**config.mk**
```make
export PLATFORM = sky130hd
export DESIGN_NAME = pan_tilt_target_centering_top
export DESIGN_NICKNAME = d
export VERILOG_FILES = /design/src/hdl/ptc_pkg.sv /design/src/hdl/pan_tilt_target_centering_top.sv /design/src/hdl/ptc_regs.sv /design/src/hdl/ptc_front.sv /design/src/hdl/ptc_queue.sv /design/src/hdl/ptc_back.sv
export SDC_FILE = /design/constraint.sdc
export NUM_CORES = 1
export LEC_CHECK = 0
export CORE_ASPECT_RATIO = 0.9
export CORE_MARGIN = 2
export CORE_UTILIZATION = 50
export CTS_BUF_LIST = sky130_fd_sc_hd__clkbuf_4
export CTS_CLUSTER_DIAMETER = 50
export CTS_CLUSTER_SIZE = 28
export DETAILED_ROUTE_END_ITERATION = 10
export DONT_BUFFER_PORTS = 1
export PLACE_DENSITY = 0.7
export SYNTH_ARGS = -nofsm -noshare
export SYNTH_HDL_FRONTEND = slang
export SYNTH_HIERARCHICAL = 1
export SYNTH_SLANG_ARGS = --single-unit
```
**constraint.sdc**
```tcl
create_clock -name i_clk -period 8.6 [get_ports i_clk]
set_input_delay 0.43 -clock i_clk [delete_from_list [all_inputs] [get_ports i_clk]]
set_output_delay 0.43 -clock i_clk [all_outputs]
set_load 0.03 [all_outputs]
```
**src/hdl/ptc_pkg.sv**
```systemverilog
// Shared types and constants for the pan-tilt target centering block.
// No dependencies; imported by every module of the block.
package ptc_pkg;

    // image center and limits
    localparam logic [10:0] CX_MID      = 11'd320;
    localparam logic [9:0]  CY_MID      = 10'd240;
    localparam logic [18:0] MIN_AREA    = 19'd400;
    localparam logic [9:0]  YAW_MAX     = 10'd180;
    localparam logic [9:0]  PITCH_LOW   = 10'd40;
    localparam logic [9:0]  PITCH_HIGH  = 10'd120;
    localparam logic [2:0]  STEP_MAX    = 3'd4;

    // reset values
    localparam logic [7:0]  RST_PITCH   = 8'd70;
    localparam logic [7:0]  RST_YAW     = 8'd90;
    localparam logic [6:0]  RST_LIMIT   = 7'd50;
    localparam logic [15:0] RST_GAIN    = 16'd1311;

    // register indexes
    localparam logic [1:0]  REG_TRACK_EN   = 2'd0;
    localparam logic [1:0]  REG_GAIN_X     = 2'd1;
    localparam logic [1:0]  REG_GAIN_Y     = 2'd2;
    localparam logic [1:0]  REG_LOST_LIMIT = 2'd3;

    // item kinds after classification
    localparam logic [1:0]  KIND_IGNORE = 2'd0;
    localparam logic [1:0]  KIND_FRAME  = 2'd1;
    localparam logic [1:0]  KIND_REPORT = 2'd2;

    // op codes on the input stream
    localparam logic        OP_FRAME  = 1'b0;
    localparam logic        OP_REPORT = 1'b1;

    // queue between front and back
    localparam int QDEPTH = 2;
    localparam int QPTR_W = $clog2(QDEPTH);
    localparam int QCNT_W = $clog2(QDEPTH + 1);

    typedef struct packed {
        logic        track_en;
        logic [15:0] gain_x;
        logic [15:0] gain_y;
        logic [6:0]  lost_limit;
    } t_cfg;

    // classified item handed to the back end
    typedef struct packed {
        logic [1:0]  kind;
        logic        found;
        logic        low_area;
        logic        in_band;
        logic [3:0]  step_x;
        logic [3:0]  step_y;
        logic [7:0]  rep_pitch;
        logic [7:0]  rep_yaw;
    } t_work;

    typedef struct packed {
        logic        command_valid;
        logic [7:0]  pitch_command;
        logic [7:0]  yaw_command;
        logic        centred;
        logic        out_of_range;
        logic        lost;
        logic        too_small;
        logic        tracking;
    } t_res;

endpackage

```
**src/hdl/pan_tilt_target_centering_top.sv**
```systemverilog
// An accepted input item is stored in the queue, then the back end executes it
// and registers the result item. Throughput: one item per cycle while the result
// stream is not stalled; the back-end held-state update is the loop that sets it.
// Reset: synchronous active-low; angles 70/90, countdown 50, tracking set,
// tracking mode off, gains 1311, queue and output register empty.
module pan_tilt_target_centering_top (
    input  logic        i_clk,
    input  logic        i_rst_n,
    // input stream
    input  logic        s_axis_tvalid,
    output logic        s_axis_tready,
    input  logic [55:0] s_axis_tdata,  // found, center_x, center_y, box_area,
                                       // reported_pitch, reported_yaw, zero pad
    input  logic        s_axis_tuser,  // op
    // result stream
    output logic        m_axis_tvalid,
    input  logic        m_axis_tready,
    output logic [23:0] m_axis_tdata,  // pitch_command, yaw_command, centred,
                                       // out_of_range, lost, too_small,
                                       // tracking, zero pad
    output logic        m_axis_tuser,  // command_valid
    // configuration
    input  logic        psel,
    input  logic        penable,
    input  logic        pwrite,
    input  logic [3:0]  paddr,
    input  logic [31:0] pwdata,
    output logic [31:0] prdata,
    output logic        pready
);
    import ptc_pkg::*;

    t_cfg  cfg;
    t_work work_in;
    t_work work_out;
    t_res  res;
    logic  q_full;
    logic  q_empty;
    logic  q_push;
    logic  q_pop;

    // configuration registers
    ptc_regs u_regs (
        .i_clk   (i_clk),
        .i_rst_n (i_rst_n),
        .psel    (psel),
        .penable (penable),
        .pwrite  (pwrite),
        .paddr   (paddr),
        .pwdata  (pwdata),
        .prdata  (prdata),
        .pready  (pready),
        .o_cfg   (cfg)
    );

    // front end classification
    ptc_front u_front (
        .i_cfg    (cfg),
        .i_op     (s_axis_tuser),
        .i_fields (s_axis_tdata[54:0]),
        .o_work   (work_in)
    );

    assign s_axis_tready = !q_full;
    assign q_push        = s_axis_tvalid && !q_full;

    // queue between the two halves
    ptc_queue u_queue (
        .i_clk   (i_clk),
        .i_rst_n (i_rst_n),
        .i_push  (q_push),
        .i_data  (work_in),
        .i_pop   (q_pop),
        .o_data  (work_out),
        .o_full  (q_full),
        .o_empty (q_empty)
    );

    // back end execution and result register
    ptc_back u_back (
        .i_clk   (i_clk),
        .i_rst_n (i_rst_n),
        .i_cfg   (cfg),
        .i_work  (work_out),
        .i_avail (!q_empty),
        .o_pop   (q_pop),
        .o_valid (m_axis_tvalid),
        .i_ready (m_axis_tready),
        .o_res   (res)
    );

    // result packing
    assign m_axis_tuser = res.command_valid;
    assign m_axis_tdata = {3'd0, res.tracking, res.too_small, res.lost,
                           res.out_of_range, res.centred,
                           res.yaw_command, res.pitch_command};

endmodule

```
**src/hdl/ptc_regs.sv**
```systemverilog
// Configuration register file behind an APB-style port.
// Depends on ptc_pkg.
module ptc_regs (
    input  logic             i_clk,
    input  logic             i_rst_n,
    input  logic             psel,
    input  logic             penable,
    input  logic             pwrite,
    input  logic [3:0]       paddr,
    input  logic [31:0]      pwdata,
    output logic [31:0]      prdata,
    output logic             pready,
    output ptc_pkg::t_cfg    o_cfg
);
    import ptc_pkg::*;

    t_cfg       r_cfg;
    logic       wr_en;
    logic [1:0] idx;

    assign pready = 1'b1;
    assign idx    = paddr[3:2];
    assign wr_en  = psel & penable & pwrite;

    // register writes
    always_ff @(posedge i_clk) begin
        if (!i_rst_n) begin
            r_cfg.track_en   <= 1'b0;
            r_cfg.gain_x     <= RST_GAIN;
            r_cfg.gain_y     <= RST_GAIN;
            r_cfg.lost_limit <= RST_LIMIT;
        end else if (wr_en) begin
            case (idx)
                REG_TRACK_EN:   r_cfg.track_en   <= pwdata[0];
                REG_GAIN_X:     r_cfg.gain_x     <= pwdata[15:0];
                REG_GAIN_Y:     r_cfg.gain_y     <= pwdata[15:0];
                REG_LOST_LIMIT: r_cfg.lost_limit <= pwdata[6:0];
                default: ;
            endcase
        end
    end

    // read back
    always_comb begin
        case (idx)
            REG_TRACK_EN:   prdata = {31'd0, r_cfg.track_en};
            REG_GAIN_X:     prdata = {16'd0, r_cfg.gain_x};
            REG_GAIN_Y:     prdata = {16'd0, r_cfg.gain_y};
            REG_LOST_LIMIT: prdata = {25'd0, r_cfg.lost_limit};
            default:        prdata = 32'd0;
        endcase
    end

    assign o_cfg = r_cfg;

endmodule

```
**src/hdl/ptc_front.sv**
```systemverilog
// Front end: decodes an input item, scales the center offsets by the gains
// and classifies the item for the back end. Depends on ptc_pkg.
module ptc_front (
    input  ptc_pkg::t_cfg  i_cfg,
    input  logic           i_op,
    input  logic [54:0]    i_fields,
    output ptc_pkg::t_work o_work
);
    import ptc_pkg::*;

    logic        found;
    logic [9:0]  cx;
    logic [8:0]  cy;
    logic [18:0] area;
    logic [10:0] off_x;
    logic [9:0]  off_y;
    logic        neg_x;
    logic        neg_y;
    logic [9:0]  mag_x;
    logic [8:0]  mag_y;
    logic [25:0] prod_x;
    logic [24:0] prod_y;
    logic [9:0]  q_x;
    logic [8:0]  q_y;
    logic [2:0]  smag_x;
    logic [2:0]  smag_y;

    // field unpacking
    assign found = i_fields[0];
    assign cx    = i_fields[10:1];
    assign cy    = i_fields[19:11];
    assign area  = i_fields[38:20];

    // signed offsets and magnitudes
    assign off_x = {1'b0, cx} - CX_MID;
    assign off_y = {1'b0, cy} - CY_MID;
    assign neg_x = off_x[10];
    assign neg_y = off_y[9];
    always_comb begin
        logic [10:0] ax;
        logic [9:0]  ay;
        ax    = neg_x ? (11'd0 - off_x) : off_x;
        ay    = neg_y ? (10'd0 - off_y) : off_y;
        mag_x = ax[9:0];
        mag_y = ay[8:0];
    end

    // gain scaling, truncated toward zero
    assign prod_x = {16'd0, mag_x} * {10'd0, i_cfg.gain_x};
    assign prod_y = {16'd0, mag_y} * {9'd0, i_cfg.gain_y};
    assign q_x    = prod_x[25:16];
    assign q_y    = prod_y[24:16];

    // step clamp
    assign smag_x = (q_x > {7'd0, STEP_MAX}) ? STEP_MAX : q_x[2:0];
    assign smag_y = (q_y > {6'd0, STEP_MAX}) ? STEP_MAX : q_y[2:0];

    // classification
    always_comb begin
        if (i_op == OP_REPORT) begin
            o_work.kind = KIND_REPORT;
        end else if (i_cfg.track_en) begin
            o_work.kind = KIND_FRAME;
        end else begin
            o_work.kind = KIND_IGNORE;
        end
        o_work.found     = found;
        o_work.low_area  = area < MIN_AREA;
        o_work.in_band   = (q_x < 10'd2) && (q_y == 9'd0);
        o_work.step_x    = neg_x ? (4'd0 - {1'b0, smag_x}) : {1'b0, smag_x};
        o_work.step_y    = neg_y ? (4'd0 - {1'b0, smag_y}) : {1'b0, smag_y};
        o_work.rep_pitch = i_fields[46:39];
        o_work.rep_yaw   = i_fields[54:47];
    end

endmodule

```
**src/hdl/ptc_queue.sv**
```systemverilog
// Short register queue of classified items between front and back end.
// Depends on ptc_pkg.
module ptc_queue (
    input  logic           i_clk,
    input  logic           i_rst_n,
    input  logic           i_push,
    input  ptc_pkg::t_work i_data,
    input  logic           i_pop,
    output ptc_pkg::t_work o_data,
    output logic           o_full,
    output logic           o_empty
);
    import ptc_pkg::*;

    t_work             r_mem [QDEPTH];
    logic [QPTR_W-1:0] r_wr;
    logic [QPTR_W-1:0] r_rd;
    logic [QCNT_W-1:0] r_cnt;

    assign o_full  = r_cnt == QCNT_W'(QDEPTH);
    assign o_empty = r_cnt == '0;
    assign o_data  = r_mem[r_rd];

    // storage
    always_ff @(posedge i_clk) begin
        if (i_push) begin
            r_mem[r_wr] <= i_data;
        end
    end

    // pointers and fill count
    always_ff @(posedge i_clk) begin
        if (!i_rst_n) begin
            r_wr  <= '0;
            r_rd  <= '0;
            r_cnt <= '0;
        end else begin
            if (i_push) begin
                r_wr <= (r_wr == QPTR_W'(QDEPTH - 1)) ? '0 : r_wr + 1'b1;
            end
            if (i_pop) begin
                r_rd <= (r_rd == QPTR_W'(QDEPTH - 1)) ? '0 : r_rd + 1'b1;
            end
            if (i_push && !i_pop) begin
                r_cnt <= r_cnt + 1'b1;
            end else if (i_pop && !i_push) begin
                r_cnt <= r_cnt - 1'b1;
            end
        end
    end

`ifndef SYNTHESIS
    // fill count stays within depth
    a_cnt_bound: assert property (@(posedge i_clk) disable iff (!i_rst_n)
        r_cnt <= QCNT_W'(QDEPTH))
        else $error("queue count beyond depth");
`endif

endmodule

```
**src/hdl/ptc_back.sv**
```systemverilog
// Back end: holds servo angles, miss countdown and tracking flag, applies
// each classified item and registers the result item. Depends on ptc_pkg.
module ptc_back (
    input  logic           i_clk,
    input  logic           i_rst_n,
    input  ptc_pkg::t_cfg  i_cfg,
    input  ptc_pkg::t_work i_work,
    input  logic           i_avail,
    output logic           o_pop,
    output logic           o_valid,
    input  logic           i_ready,
    output ptc_pkg::t_res  o_res
);
    import ptc_pkg::*;

    logic [7:0] r_pitch;
    logic [7:0] r_yaw;
    logic [7:0] r_miss;
    logic       r_trk;
    logic       r_ovalid;
    t_res       r_res;

    logic [7:0] n_pitch;
    logic [7:0] n_yaw;
    logic [7:0] n_miss;
    logic       n_trk;
    t_res       n_res;

    logic [9:0] yaw_c;
    logic [9:0] pitch_c;
    logic       in_range;

    // output register frees when empty or taken
    assign o_pop = i_avail && (!r_ovalid || i_ready);

    // candidate angles and servo range check
    assign yaw_c    = {2'b00, r_yaw} - {{6{i_work.step_x[3]}}, i_work.step_x};
    assign pitch_c  = {2'b00, r_pitch} - {{6{i_work.step_y[3]}}, i_work.step_y};
    assign in_range = !yaw_c[9] && ($signed(yaw_c) <= $signed(YAW_MAX))
                   && ($signed(pitch_c) > $signed(PITCH_LOW))
                   && ($signed(pitch_c) < $signed(PITCH_HIGH));

    // item execution
    always_comb begin
        n_pitch = r_pitch;
        n_yaw   = r_yaw;
        n_miss  = r_miss;
        n_trk   = r_trk;
        n_res   = '0;
        case (i_work.kind)
            KIND_REPORT: begin
                n_pitch = i_work.rep_pitch;
                n_yaw   = i_work.rep_yaw;
            end
            KIND_FRAME: begin
                if (i_work.low_area) begin
                    n_res.too_small = 1'b1;
                    n_trk           = 1'b0;
                end
                if (i_work.found) begin
                    if (i_work.in_band) begin
                        n_res.centred = 1'b1;
                        n_trk         = 1'b1;
                        n_miss        = {1'b0, i_cfg.lost_limit};
                    end else if (in_range) begin
                        n_res.command_valid = 1'b1;
                        n_trk               = 1'b1;
                        n_miss              = {1'b0, i_cfg.lost_limit};
                        n_pitch             = pitch_c[7:0];
                        n_yaw               = yaw_c[7:0];
                    end else begin
                        n_res.out_of_range = 1'b1;
                        n_trk              = 1'b0;
                    end
                end else begin
                    // countdown saturates at minus one
                    if (!r_miss[7]) begin
                        n_miss = r_miss - 8'd1;
                    end
                    if (n_miss[7]) begin
                        n_trk = 1'b0;
                    end
                end
            end
            default: ;
        endcase
        n_res.pitch_command = n_pitch;
        n_res.yaw_command   = n_yaw;
        n_res.lost          = n_miss[7];
        n_res.tracking      = n_trk;
    end

    // held state
    always_ff @(posedge i_clk) begin
        if (!i_rst_n) begin
            r_pitch <= RST_PITCH;
            r_yaw   <= RST_YAW;
            r_miss  <= {1'b0, RST_LIMIT};
            r_trk   <= 1'b1;
        end else if (o_pop) begin
            r_pitch <= n_pitch;
            r_yaw   <= n_yaw;
            r_miss  <= n_miss;
            r_trk   <= n_trk;
        end
    end

    // output register
    always_ff @(posedge i_clk) begin
        if (!i_rst_n) begin
            r_ovalid <= 1'b0;
        end else if (o_pop) begin
            r_ovalid <= 1'b1;
        end else if (i_ready) begin
            r_ovalid <= 1'b0;
        end
    end

    always_ff @(posedge i_clk) begin
        if (o_pop) begin
            r_res <= n_res;
        end
    end

    assign o_valid = r_ovalid;
    assign o_res   = r_res;

`ifndef SYNTHESIS
    // an issued command lies inside the servo range
    a_cmd_range: assert property (@(posedge i_clk) disable iff (!i_rst_n)
        r_ovalid && r_res.command_valid |->
            r_res.yaw_command <= YAW_MAX[7:0] &&
            r_res.pitch_command > PITCH_LOW[7:0] &&
            r_res.pitch_command < PITCH_HIGH[7:0])
        else $error("command outside servo range");

    // centred, command and out of range exclude one another
    a_outcome_excl: assert property (@(posedge i_clk) disable iff (!i_rst_n)
        r_ovalid |-> $countones({r_res.command_valid, r_res.centred,
                                 r_res.out_of_range}) <= 1)
        else $error("conflicting outcome flags");

    // a lost target is never tracked
    a_lost_untracked: assert property (@(posedge i_clk) disable iff (!i_rst_n)
        r_miss[7] |-> !r_trk)
        else $error("tracking with expired countdown");
`endif

endmodule

```
# Word-level counts from Yosys, hierarchy flattened
# Memories as Yosys holds them, arrays and structs flattened. A register that Yosys moved wholly into a read port is not among the register bits.
# Index checks and enable logic that the tools add are counted.
totals:
  regBits: 92
  latchBits: 0
  mem_bits_rw: 58
  mem_bits_ro: 0
  input_bits: 100
  output_inout_bits: 60
  word_cells: 126
  memories: 1
mem_list:
  columns: ["name", "words", "width", "rd", "rd_ports_with_merged_regs", "wr", "line", "rtl"]
  rows:
  - ["u_queue.r_mem", 2, 29, 1, 1, 1, "ptc_queue.sv:15", "t_work r_mem [QDEPTH];"]
op_classes:
  add_sub_neg: 13
  mul: 2
  div_mod_pow: 0
  magnitude_cmp: 7
  n_eq_ne: 8
  n_shift: 0
  muxes: 43
  bitwise: 4
  n_reduce_logical: 27
op_table:
  columns: ["op", "n"]
  rows:
  - ["case mux 32 bit (4 select lines)", 1]
  - ["2-to-1 mux 8 bit", 13]
  - ["case mux 8 bit (2 select lines)", 2]
  - ["multiplier 10 x 16 -> 26 bit", 1]
  - ["multiplier 9 x 16 -> 25 bit", 1]
  - ["subtractor 9 x 4 -> 10 bit", 2]
  - ["less-than comparator 19 x 9 -> 1 bit, second input constant", 1]
  - ["2-to-1 mux 1 bit", 18]
  - ["subtractor 10 x 9 -> 11 bit, second input constant", 1]
  - ["greater-than comparator 10 x 3 -> 1 bit, second input constant", 1]
  - ["greater-than comparator 10 x 7 -> 1 bit, second input constant", 1]
  - ["<= comparator 10 x 9 -> 1 bit, second input constant", 1]
  - ["less-than comparator 10 x 2 -> 1 bit, second input constant", 1]
  - ["less-than comparator 10 x 8 -> 1 bit, second input constant", 1]
  - ["2-to-1 mux 10 bit", 1]
  - ["AND reduction 2 bit", 5]
  - ["subtractor 1 x 10 -> 10 bit, first input constant", 1]
  - ["subtractor 9 x 8 -> 10 bit, second input constant", 1]
  - ["greater-than comparator 9 x 3 -> 1 bit, second input constant", 1]
  - ["zero test 9 bit", 1]
  - ["2-to-1 mux 9 bit", 1]
  - ["subtractor 1 x 9 -> 9 bit, first input constant", 1]
  - ["equality test 2 bit, second input constant", 4]
  - ["logical AND 1 bit", 8]
  - ["other kinds (19)", 35]

# Depth between registers and ports, before layout
# Gate-level depths: netlist of run 1.
logic_depth:
  word_depth: 9
  ltp_mapped: 33
  ltp_nobuf: 30

# Modules after synthesis
# The synthesis of run 1 kept the hierarchy.
modules_own_cells:
  columns: ["module", "n_inst", "cells_each", "area_per_inst_um2", "seq_area_each_um2"]
  rows:
  - ["ptc_front", 1, 1216, 10097.2, 0.0]
  - ["ptc_back", 1, 364, 3303.2, 1181.1]
  - ["ptc_queue", 1, 112, 2308.5, 1841.8]
  - ["ptc_regs", 1, 223, 2011.9, 800.8]
  - ["pan_tilt_target_centering_top", 1, 7, 40.0, 0.0]

# Worst setup path before layout of run 1
# OpenSTA, ideal clock, no wires.
synth_timing:
  path_type: "input-to-reg"
  start: "input s_axis_tdata[1]"
  end: "memory u_queue/r_mem[0][21] (netlist name), data pin"
  setup_time_ps: 266
  t_arrival_ps: 7407
  path_slack_ps: 926
  cell_stages: 32
  n_path_buf: 3
  cell_sequence: "buf_2 -> clkbuf_1 -> inv_1 -> ha_1 -> nand2_1 -> nor3_1 -> a21oi_1 -> xnor2_1 -> mux2_2 -> clkbuf_1 -> nand2_1 -> fa_1 -> fa_1 -> fa_1 -> inv_1 -> fa_1 -> inv_1 -> fa_1 -> inv_1 -> ha_1 -> nand4_1 -> or4_1 -> a21o_1 -> a21oi_4 -> a21oi_1 -> o22a_1 -> a2111oi_4 -> nand4_2 -> or2_1 -> ha_1 -> nand2_1 -> o31ai_1"
synth_rtl:
  columns: ["element", "line", "rtl"]
  rows:
  - ["from (decl)", "pan_tilt_target_centering_top.sv:12", "input logic [55:0] s_axis_tdata,"]
  - ["to (decl)", "ptc_queue.sv:15", null]

==> metrics.cfg, run 1 <==
[outcome]
status=complete, no violations

[power]
worst_ir_drop_vdd_uv=155
p_per_area_mw_per_mm2=269
p_seq_frac=0.231
clkPwrFrac=0.094
leakage_nw=8.52
swShare=0.502
power_switching_mw=2.49
p_int_mw=2.47
p_comb_frac=0.675

[clock_network]
htree_levels=4
cts_tree=built
numCtsBuffers=17
clk_pin_slew_ns=0.14
cts_buffer_depth=2
clock_latency_ns=0.57
cts_sinks=151
root_buffer=clkbuf_4

[timing]
timing_hold_violations_final=0
setup_violations=0
slew_violations=0
final.min_clock_period_ns=7.53
rsz0062_at_grt=false
setup_tns_ns=0
timing.final.crit_share=0.875
slew-limit-headroom=0.195
fmax_mhz=133
skew_ns=0.0262
tightest_slew_ns=1.21

[layout]
n_fill_cell=3139
mostFrequentLayoutCells=inv_1, nand2_1, fa_1, ha_1, and2_1
finalNonFillerCells=2362
regArea_mm2=0.00382
layout-drive-gt1-share=0.0634
final_nets=2318
layout_commonest_cell=inv_1
area_delta_synth_final_pct=3.99
multi_input_area_mm2=0.0123
finish.utilization=0.527

[floorplan]
dieArea_mm2=0.0370
io_pins=160
core-area_mm2=0.0351
die_x_um=203
rows=65
initial_core_util=0.507
die_y_um=183

[synthesis]
ys_ff_latch=151
synth_area_per_cell_um2=9.24
synth_top_cell_area_share=0.236
yosys.area.top_type=fa_1
yosysUniqueCellTypes=94
yosys-top-cells-area=fa_1, edfxtp_1, ha_1
ys_warn_count=6
synth-edff-count=80
syn_area_mm2=0.0178
synthCells=1922
synth-async-reset-ratio=0
synth_seq_area_share=0.215
ys.flop_type=edfxtp_1

[global_routing]
grt_pass1_wl_um=69600
grt_max_degree=67
grt_pass1_vias=13386
antenna_found_initial=2
globalRouteOverflowTotal=0
grt_usage=0.233

[worst_setup_path]
critical_path.top_delay_family=adder cells
crit_required_ns=8.91
crit_slowest_cell=xnor2_1
crit_arrival_ns=7.84
cp.buffers_inverters=6
max_stage_delay_ns=0.55
end_kind=flop
critPathKind=in -> reg
worst-path-max-fanout=11
start_kind=input pin

[place]
io_buffers=0
dp.cells=2302
hpwl_um=32200
gp_congestion=0.886

[detailed_routing]
routed_via_density=5.62
drtIter0Drc=966
drc_errors=0
routed_wl_um=42100
ant_nets=0
dr.pass1.iters=6
vias=13284
drt-wirelength-per-cell_um=17.8

[worst_hold_path]
hp-class=in -> reg

[job]
cap_violations=0

[registers in the layout, summed over array words and instances (netlist names), named ones only]
| signal | flops |
|---|---|
| u_queue/r_mem | 58 |
| u_regs/o_cfg | 40 |
| u_back/o_res | 22 |
| u_back/r_miss | 8 |
| u_back/r_pitch | 8 |
| u_back/r_yaw | 8 |
| u_queue/r_cnt | 2 |
| u_back/o_valid | 1 |
| u_back/r_trk | 1 |
| u_queue/r_rd | 1 |
| u_queue/r_wr | 1 |
[per-layer routing]
| metal | wire length [um] | track usage | up-vias |
|---|---|---|---|
| met5 | 13 | 0 | - |
| met4 | 746 | 0.0593 | 2 |
| met3 | 2790 | 0.0419 | 56 |
| met2 | 19800 | 0.382 | 469 |
| met1 | 18700 | 0.322 | 6574 |
| li1 | - | - | 6183 |
[logic make-up after synthesis]
| family | Yosys count | synth area share |
|---|---|---|
| and+or+nand+nor | 627 | 0.181 |
| DFF | 151 | 0.215 |
| muxes | 67 | 0.0413 |
| other | 3 | 0.000634 |
| buffers and inverters | 414 | 0.0993 |
| xor gates and xnor gates | 47 | 0.0232 |
| adders and majority gates | 339 | 0.327 |
| AOI/OAI and AO/OA | 274 | 0.112 |
[through the flow]
stage	area, um^2	total power, mW	setup slack (ns)	hold slack (ns)
final	18500	4.96	1.07	0.0508
after detailed placement	17900	4.45	0.516	0.468
after global routing	18500	5.49	0.661	0.00758
after floorplan	17800	3.74	0.926	0.440
after CTS	18500	4.95	1.14	0.00181
after global placement	17900	4.35	0.634	0.461
[repair_timing]
action | 4_1_cts | 5_1_grt
endpoints found under the hold margin | 66 | 0
hold buffers | 27 | 0
resized for setup | 0 | 0
buffers inserted | 0 | 0
[Yosys cell counts, types with 14 or more instances]
| cell | count |
|---|---|
| edfxtp_1 | 80 |
| nor3_1 | 18 |
| xnor2_1 | 32 |
| and3_1 | 14 |
| fa_1 | 209 |
| ha_1 | 130 |
| buf_2 | 17 |
| nor2b_1 | 77 |
| a22o_1 | 16 |
| o21ai_0 | 27 |
| a21oi_1 | 72 |
| nor2_1 | 52 |
| nand2_1 | 248 |
| inv_1 | 286 |
| mux2_2 | 36 |
| buf_1 | 17 |
| buf_4 | 40 |
| clkbuf_1 | 46 |
| a21o_1 | 21 |
| nand4_1 | 15 |
| xor2_1 | 15 |
| and2_1 | 93 |
| dfxtp_1 | 71 |
| mux2i_1 | 29 |
| nand3_1 | 24 |
| nand2b_1 | 36 |
[final cells by class]
class / count / area share
Inverter: 288 / 0.0585
Clock buffer: 18 / 0.00732
Antenna cell: 1 / 0.000135
Clock inverter: 14 / 0.00915
Sequential cell: 151 / 0.207
Multi-Input combinational cell: 1374 / 0.663
Timing Repair Buffer: 47 / 0.0228
Tap cell: 469 / 0.0318
[path summary, 6_finish.rpt]
check	startpoint	to	slack, ns	cells past startpoint
worst max register to register	u_regs/o_cfg[26]$_SDFFE_PN1P_	u_queue/r_mem[1][21]$_DFFE_PP_	1.70	22
worst min-delay path	pwdata[15]	u_regs/o_cfg[22]$_SDFFE_PN0P_	0.05	2
worst min register to register	u_regs/o_cfg[4]$_SDFFE_PN1P_	u_back/r_miss[4]$_SDFFE_PN1P_	0.50	2
worst max-delay path	s_axis_tdata[7]	u_queue/r_mem[1][21]$_DFFE_PP_	1.07	30
[power groups by stage]
stage                     clock network (mW)  logic (mW)  registers [mW]
final                                  0.468        3.35            1.15
after global routing                   0.505        3.82            1.17
after CTS                              0.476        3.33            1.15
after detailed placement                   0        3.29            1.17
after global placement                     0        3.19            1.16
after floorplan                            0        2.61            1.13
(Power assumes the default switching activity.)
==> run 2, diff against run 1 <==
--- a/config.mk
+++ b/config.mk
@@ -14,6 +14,7 @@
 export DETAILED_ROUTE_END_ITERATION = 10
 export DONT_BUFFER_PORTS = 1
 export PLACE_DENSITY = 0.7
+export SETUP_SLACK_MARGIN = 0.3
 export SYNTH_ARGS = -nofsm -noshare
 export SYNTH_HDL_FRONTEND = slang
 export SYNTH_HIERARCHICAL = 1
==> constraint.sdc (replaced) <==
create_clock -name i_clk -period 8.6 [get_ports i_clk]
set_input_delay 0.43 -clock i_clk [delete_from_list [all_inputs] [get_ports i_clk]]
set_output_delay 0.43 -clock i_clk [all_outputs]
set_load 0.01 [all_outputs]
==> metrics.cfg, run 2 (synthesis results as in run 1) <==
[global_routing]
met3_usage=0.0368  ; was 0.0419
busiest_layer=met2  ; unchanged
grt_usage=0.241  ; was 0.233
antenna_found_initial=2  ; unchanged
grt_max_degree=40  ; was 67
globalRouteOverflowTotal=0  ; unchanged
grt_pass1_wl_um=71700  ; was 69600 um
met1_usage=0.331  ; was 0.322
grt_pass1_vias=13762  ; was 13386
globalRouteMet2Util=0.405  ; was 0.382

[floorplan]
io_pins=160  ; unchanged
die_x_um=203  ; unchanged
rows=65  ; unchanged
core-area_mm2=0.0351  ; unchanged
die_y_um=183  ; unchanged
dieArea_mm2=0.0370  ; unchanged
initial_core_util=0.507  ; unchanged

[timing]
rsz0062_at_grt=false  ; unchanged
timing_hold_violations_final=0  ; unchanged
tightest_slew_ns=1.19  ; was 1.21 ns
skew_ns=0.0305  ; was 0.0262 ns
slew-limit-headroom=0.204  ; was 0.195
fin_hold_ws_ns=0.0673  ; was 0.0508 ns
final.min_clock_period_ns=7.50  ; was 7.53 ns
timing.final.crit_share=0.872  ; was 0.875
slew_violations=0  ; unchanged
setup_violations=0  ; unchanged
fmax_mhz=133  ; about the same
setup_tns_ns=0  ; unchanged

[detailed_routing]
routed_via_density=5.67  ; was 5.62
dr.pass1.iters=5  ; was 6
vias=13428  ; was 13284
drt-wirelength-per-cell_um=18.3  ; was 17.8 um
routed_wl_um=43300  ; was 42100 um
ant_nets=0  ; unchanged
drtIter0Drc=908  ; was 966
drc_errors=0  ; unchanged

[layout]
final_nets=2324  ; was 2318
final_area_mm2=0.0186  ; was 0.0185 mm^2
mostFrequentLayoutCells=inv_1, nand2_1, fa_1, ha_1, and2_1  ; unchanged
area_delta_synth_final_pct=4.47  ; was 3.99%
finalNonFillerCells=2369  ; was 2362
layout_commonest_cell=inv_1  ; unchanged
top_register=u_queue/r_mem  ; unchanged
largest_reg_flops=58  ; unchanged
layout-drive-gt1-share=0.0638  ; was 0.0634

[place]
dp.cells=2302  ; unchanged
hpwl_um=32600  ; was 32200 um
io_buffers=0  ; unchanged
place_area_mm2=0.0179  ; unchanged
gp_congestion=0.890  ; was 0.886

[power]
leakage_nw=8.55  ; was 8.52 nW
worst_ir_drop_vdd_uv=148  ; was 155 uV
finalPower_mw=4.92  ; was 4.96 mW
p_per_area_mw_per_mm2=265  ; was 269 mW/mm^2

[worst_setup_path]
max_stage_delay_ns=0.59  ; was 0.55 ns
crit_required_ns=8.94  ; was 8.91 ns
start_kind=input pin  ; unchanged
crit_arrival_ns=7.84  ; about the same
critPathKind=in -> reg  ; unchanged
worst-path-max-fanout=11  ; unchanged
end_kind=flop  ; unchanged
rr_worst_depth=24  ; was 22
crit_slowest_cell=xnor2_1  ; unchanged

[worst_hold_path]
hp-class=in -> reg  ; unchanged
whs_path_depth=2  ; unchanged

[clock_network]
cts_tree=built  ; unchanged
cts_sinks=151  ; unchanged
numCtsBuffers=17  ; unchanged
root_buffer=clkbuf_4  ; unchanged
clk_pin_slew_ns=0.15  ; was 0.14 ns
cts_buffer_depth=2  ; unchanged
clock_latency_ns=0.59  ; was 0.57 ns
htree_levels=4  ; unchanged

[job]
cap_violations=0  ; unchanged

[outcome]
status=complete, no violations  ; unchanged

run 2: metrics by stage:
step	worst slack [ns]	util
global placement	0.632	0.510
detailed placement	0.513	0.510
floorplan	0.926	-
finish	1.10	0.529
global route	0.664	0.529
CTS	1.17	0.529
run 2: area by class of cell:
type	instances	area, um^2
fillers	3158	16500
well taps	469	587
repair buffers	53	490
clock inverters	15	188
multi-input cells	1374	12300
diodes	2	5.00
flip-flops and latches	151	3820
inverters	288	1080
clock buffers	17	128
run 2: power breakdown:
group,switching [mW],internal (mW),total (mW)
clock,0.297,0.185,0.482
combinational,2.03,1.34,3.37
sequential,0.106,0.961,1.07
total,2.44,2.48,4.92
run 2: repair_timing:
| action | CTS | global route |
|---|---|---|
| endpoints found under the hold margin | 81 | 0 |
| resized for setup | 0 | 0 |
| hold buffers | 33 | 0 |
| setup buffers | 0 | 0 |
run 2: routing by layer:
metal | vias up | part of all wire
li1 | 6203 | -
met1 | 6706 | 0.44
met2 | 453 | 0.48
met3 | 66 | 0.056
met4 | 0 | 0.020
met5 | - | 0
run 2: final timing paths:
path	from	to	slack [ns]
max	s_axis_tdata[7]	u_queue/r_mem[1][21]$_DFFE_PP_	1.10
min	m_axis_tready	u_back/o_valid$_SDFFE_PN0P_	0.07
max reg2reg	u_regs/o_cfg[30]$_SDFFE_PN0P_	u_queue/r_mem[1][21]$_DFFE_PP_	1.60
min reg2reg	u_regs/o_cfg[0]$_SDFFE_PN0P_	u_regs/o_cfg[0]$_SDFFE_PN0P_	0.50
run 2: worst max-delay path, delay by kind of cell:
family,cells,cell delay [ns]
adders and majority gates,8,3.40
and+or+nand+nor,10,1.75
AOI/OAI and AO/OA,4,0.90
xor gates and xnor gates,2,0.74
buffers and inverters,6,0.57
==> run 3, diff against run 2 <==
--- a/config.mk
+++ b/config.mk
@@ -7,13 +7,13 @@
 export LEC_CHECK = 0
 export CORE_ASPECT_RATIO = 0.9
 export CORE_MARGIN = 2
-export CORE_UTILIZATION = 50
+export CORE_UTILIZATION = 45
 export CTS_BUF_LIST = sky130_fd_sc_hd__clkbuf_4
 export CTS_CLUSTER_DIAMETER = 50
 export CTS_CLUSTER_SIZE = 28
 export DETAILED_ROUTE_END_ITERATION = 10
 export DONT_BUFFER_PORTS = 1
-export PLACE_DENSITY = 0.7
+export PLACE_DENSITY = 0.65
 export SETUP_SLACK_MARGIN = 0.3
 export SYNTH_ARGS = -nofsm -noshare
 export SYNTH_HDL_FRONTEND = slang
==> metrics.cfg, run 3 (synthesis results as in run 1) <==
[outcome]
status=complete, no violations  ; unchanged

[clock_network]
numCtsBuffers=17  ; unchanged
cts_setup_buffers=0  ; unchanged
clock_latency_ns=0.60  ; was 0.59 ns
clk_pin_slew_ns=0.14  ; was 0.15 ns
cts_tree=built  ; unchanged
cts_buffer_depth=2  ; unchanged
htree_levels=4  ; unchanged
root_buffer=clkbuf_4  ; unchanged
cts_sinks=151  ; unchanged

[worst_setup_path]
crit_arrival_ns=7.93  ; was 7.84 ns
r2r-start=u_regs/o_cfg[26]$_SDFFE_PN1P_  ; was u_regs/o_cfg[30]$_SDFFE_PN0P_
crit_required_ns=8.94  ; about the same
cp-startpoint=s_axis_tdata[7]  ; unchanged
r2r_slack_ns=1.73  ; was 1.60 ns
start_kind=input pin  ; unchanged
worst-path-max-fanout=7  ; was 11
critPathKind=in -> reg  ; unchanged
rr_worst_depth=22  ; was 24
r2r_end=u_queue/r_mem[1][21]$_DFFE_PP_  ; unchanged
crit_path_end=u_queue/r_mem[1][21]$_DFFE_PP_  ; unchanged
end_kind=flop  ; unchanged

[power]
clkPwrFrac=0.101  ; was 0.098
p_comb_frac=0.681  ; was 0.685
worst_ir_drop_vdd_uv=145  ; was 148 uV
power_switching_mw=2.40  ; was 2.44 mW
p_seq_frac=0.218  ; was 0.217
p_int_mw=2.50  ; was 2.48 mW
p_per_area_mw_per_mm2=263  ; was 265 mW/mm^2
leakage_nw=8.56  ; was 8.55 nW
swShare=0.490  ; was 0.495

[floorplan]
io_pins=160  ; unchanged
die_x_um=213  ; was 203 um
core-area_mm2=0.0392  ; was 0.0351 mm^2
dieArea_mm2=0.0411  ; was 0.0370 mm^2
initial_core_util=0.453  ; was 0.507
die_y_um=192  ; was 183 um
rows=69  ; was 65

[global_routing]
met1_usage=0.304  ; was 0.331
busiest_layer=met2  ; unchanged
grt_pass1_vias=13660  ; was 13762
grt_max_degree=43  ; was 40
grt_usage=0.222  ; was 0.241
globalRouteOverflowTotal=0  ; unchanged
grt_pass1_wl_um=71900  ; was 71700 um
antenna_found_initial=2  ; unchanged
globalRouteMet2Util=0.369  ; was 0.405
met3_usage=0.0365  ; was 0.0368

[worst_hold_path]
whs_path_depth=2  ; unchanged
hp-class=in -> reg  ; unchanged

[place]
gp_congestion=0.888  ; was 0.890
hpwl_um=33100  ; was 32600 um
io_buffers=0  ; unchanged

[detailed_routing]
dr.pass1.iters=6  ; was 5
vias=13298  ; was 13428
drc_errors=0  ; unchanged
routed_wl_um=43800  ; was 43300 um
routed_via_density=5.47  ; was 5.67
drt-wirelength-per-cell_um=18.0  ; was 18.3 um
ant_nets=0  ; unchanged
drtIter0Drc=781  ; was 908

[timing]
slew-limit-headroom=0.176  ; was 0.204
timing.final.crit_share=0.882  ; was 0.872
fmax_mhz=132  ; was 133 MHz
fin_hold_ws_ns=0.0367  ; was 0.0673 ns
tightest_slew_ns=1.24  ; was 1.19 ns
setup_violations=0  ; unchanged
final.min_clock_period_ns=7.58  ; was 7.50 ns
slew_violations=0  ; unchanged
setup_tns_ns=0  ; unchanged
timing_hold_violations_final=0  ; unchanged
skew_ns=0.0230  ; was 0.0305 ns
rsz0062_at_grt=false  ; unchanged

[layout]
regArea_mm2=0.00382  ; unchanged
mostFrequentLayoutCells=inv_1, nand2_1, fa_1, ha_1, and2_1  ; unchanged
layout_commonest_cell=inv_1  ; unchanged
area_delta_synth_final_pct=4.90  ; was 4.47%
n_fill_cell=3788  ; was 3158
largest_reg_flops=58  ; unchanged
multi_input_area_mm2=0.0122  ; was 0.0123 mm^2
final_nets=2325  ; was 2324
top_register=u_queue/r_mem  ; unchanged
layout-drive-gt1-share=0.0642  ; was 0.0638

[job]
cap_violations=0  ; unchanged

## run 3: cell count changes in the layout (fill, tap and decap cells not counted), sizes merged
cell	previous run	this run
bufinv	2	3
dlygate4sd3	32	30
clkinvlp	2	1
inv	293	291
diode	2	1
clkinv	6	8
buf	21	24
## run 3: routing by layer
layer | routed length (um) | part of all wire
met1 | 19800 | 0.45
met3 | 2370 | 0.054
met2 | 20800 | 0.47
met4 | 878 | 0.020
met5 | 0 | 0
## run 3: worst min-delay path by stage
stage	start	end	slack, ns
2_1_floorplan	u_back/r_yaw[2]$_SDFFE_PN0P_	u_back/r_yaw[2]$_SDFFE_PN0P_	0.44
3_3_place_gp	u_back/r_trk$_SDFFE_PN1P_	u_back/r_trk$_SDFFE_PN1P_	0.46
3_5_place_dp	u_back/r_trk$_SDFFE_PN1P_	u_back/r_trk$_SDFFE_PN1P_	0.47
4_1_cts	pwdata[1]	u_regs/o_cfg[8]$_SDFFE_PN1P_	0.008
5_1_grt	pwdata[1]	u_regs/o_cfg[8]$_SDFFE_PN1P_	0.009
6_report	pwdata[1]	u_regs/o_cfg[8]$_SDFFE_PN1P_	0.04
## run 3: power groups by stage
stage	clock, mW	sequential [mW]	combinational [mW]
after floorplan	0	1.05	2.59
after global placement	0	1.08	3.19
after detailed placement	0	1.08	3.28
after CTS	0.505	1.07	3.33
after global routing	0.534	1.09	3.82
final	0.494	1.07	3.33
## run 3: area by class of cell
class	instances	share of cell area
well taps	532	0.0357
clock inverters	15	0.0104
multi-input cells	1374	0.657
clock buffers	17	0.00685
diodes	1	0.000134
repair buffers	54	0.0265
inverters	288	0.0580
flip-flops and latches	151	0.205
## run 3: worst max-delay path, cell delays in order
cell and delay, ns:
inv_1 0.03, ha_1 0.25, nor2b_1 0.23, or2_2 0.24
nor2_1 0.08, xnor2_1 0.71, nand2_1 0.18, fa_1 0.59
fa_1 0.44, fa_1 0.54, inv_1 0.05, fa_1 0.54
inv_1 0.06, fa_1 0.54, inv_1 0.04, ha_1 0.30
nand4_1 0.12, or4_1 0.53, a21o_1 0.21, a21oi_4 0.20
a21oi_1 0.10, o22a_1 0.20, a2111oi_4 0.33, nand4_2 0.27
or2_1 0.30, ha_1 0.28, nand2_1 0.06, o31ai_1 0.08
## run 3: timing repair
action,4_1_cts,5_1_grt
hold buffers,31,0
resized for setup,0,0
hold endpoints to repair,77,0
## run 3: per-stage QoR
stage | utilization | power, mW | setup slack, ns | cells | area [um^2]
2_1_floorplan | - | 3.64 | 0.926 | 1939 | 17800
3_3_place_gp | 0.459 | 4.27 | 0.469 | 2368 | 18000
3_5_place_dp | 0.459 | 4.37 | 0.382 | 2368 | 18000
4_1_cts | 0.475 | 4.90 | 1.03 | 2431 | 18600
5_1_grt | 0.475 | 5.44 | 0.442 | 2432 | 18600
6_report | 0.475 | 4.89 | 1.02 | 2432 | 18600
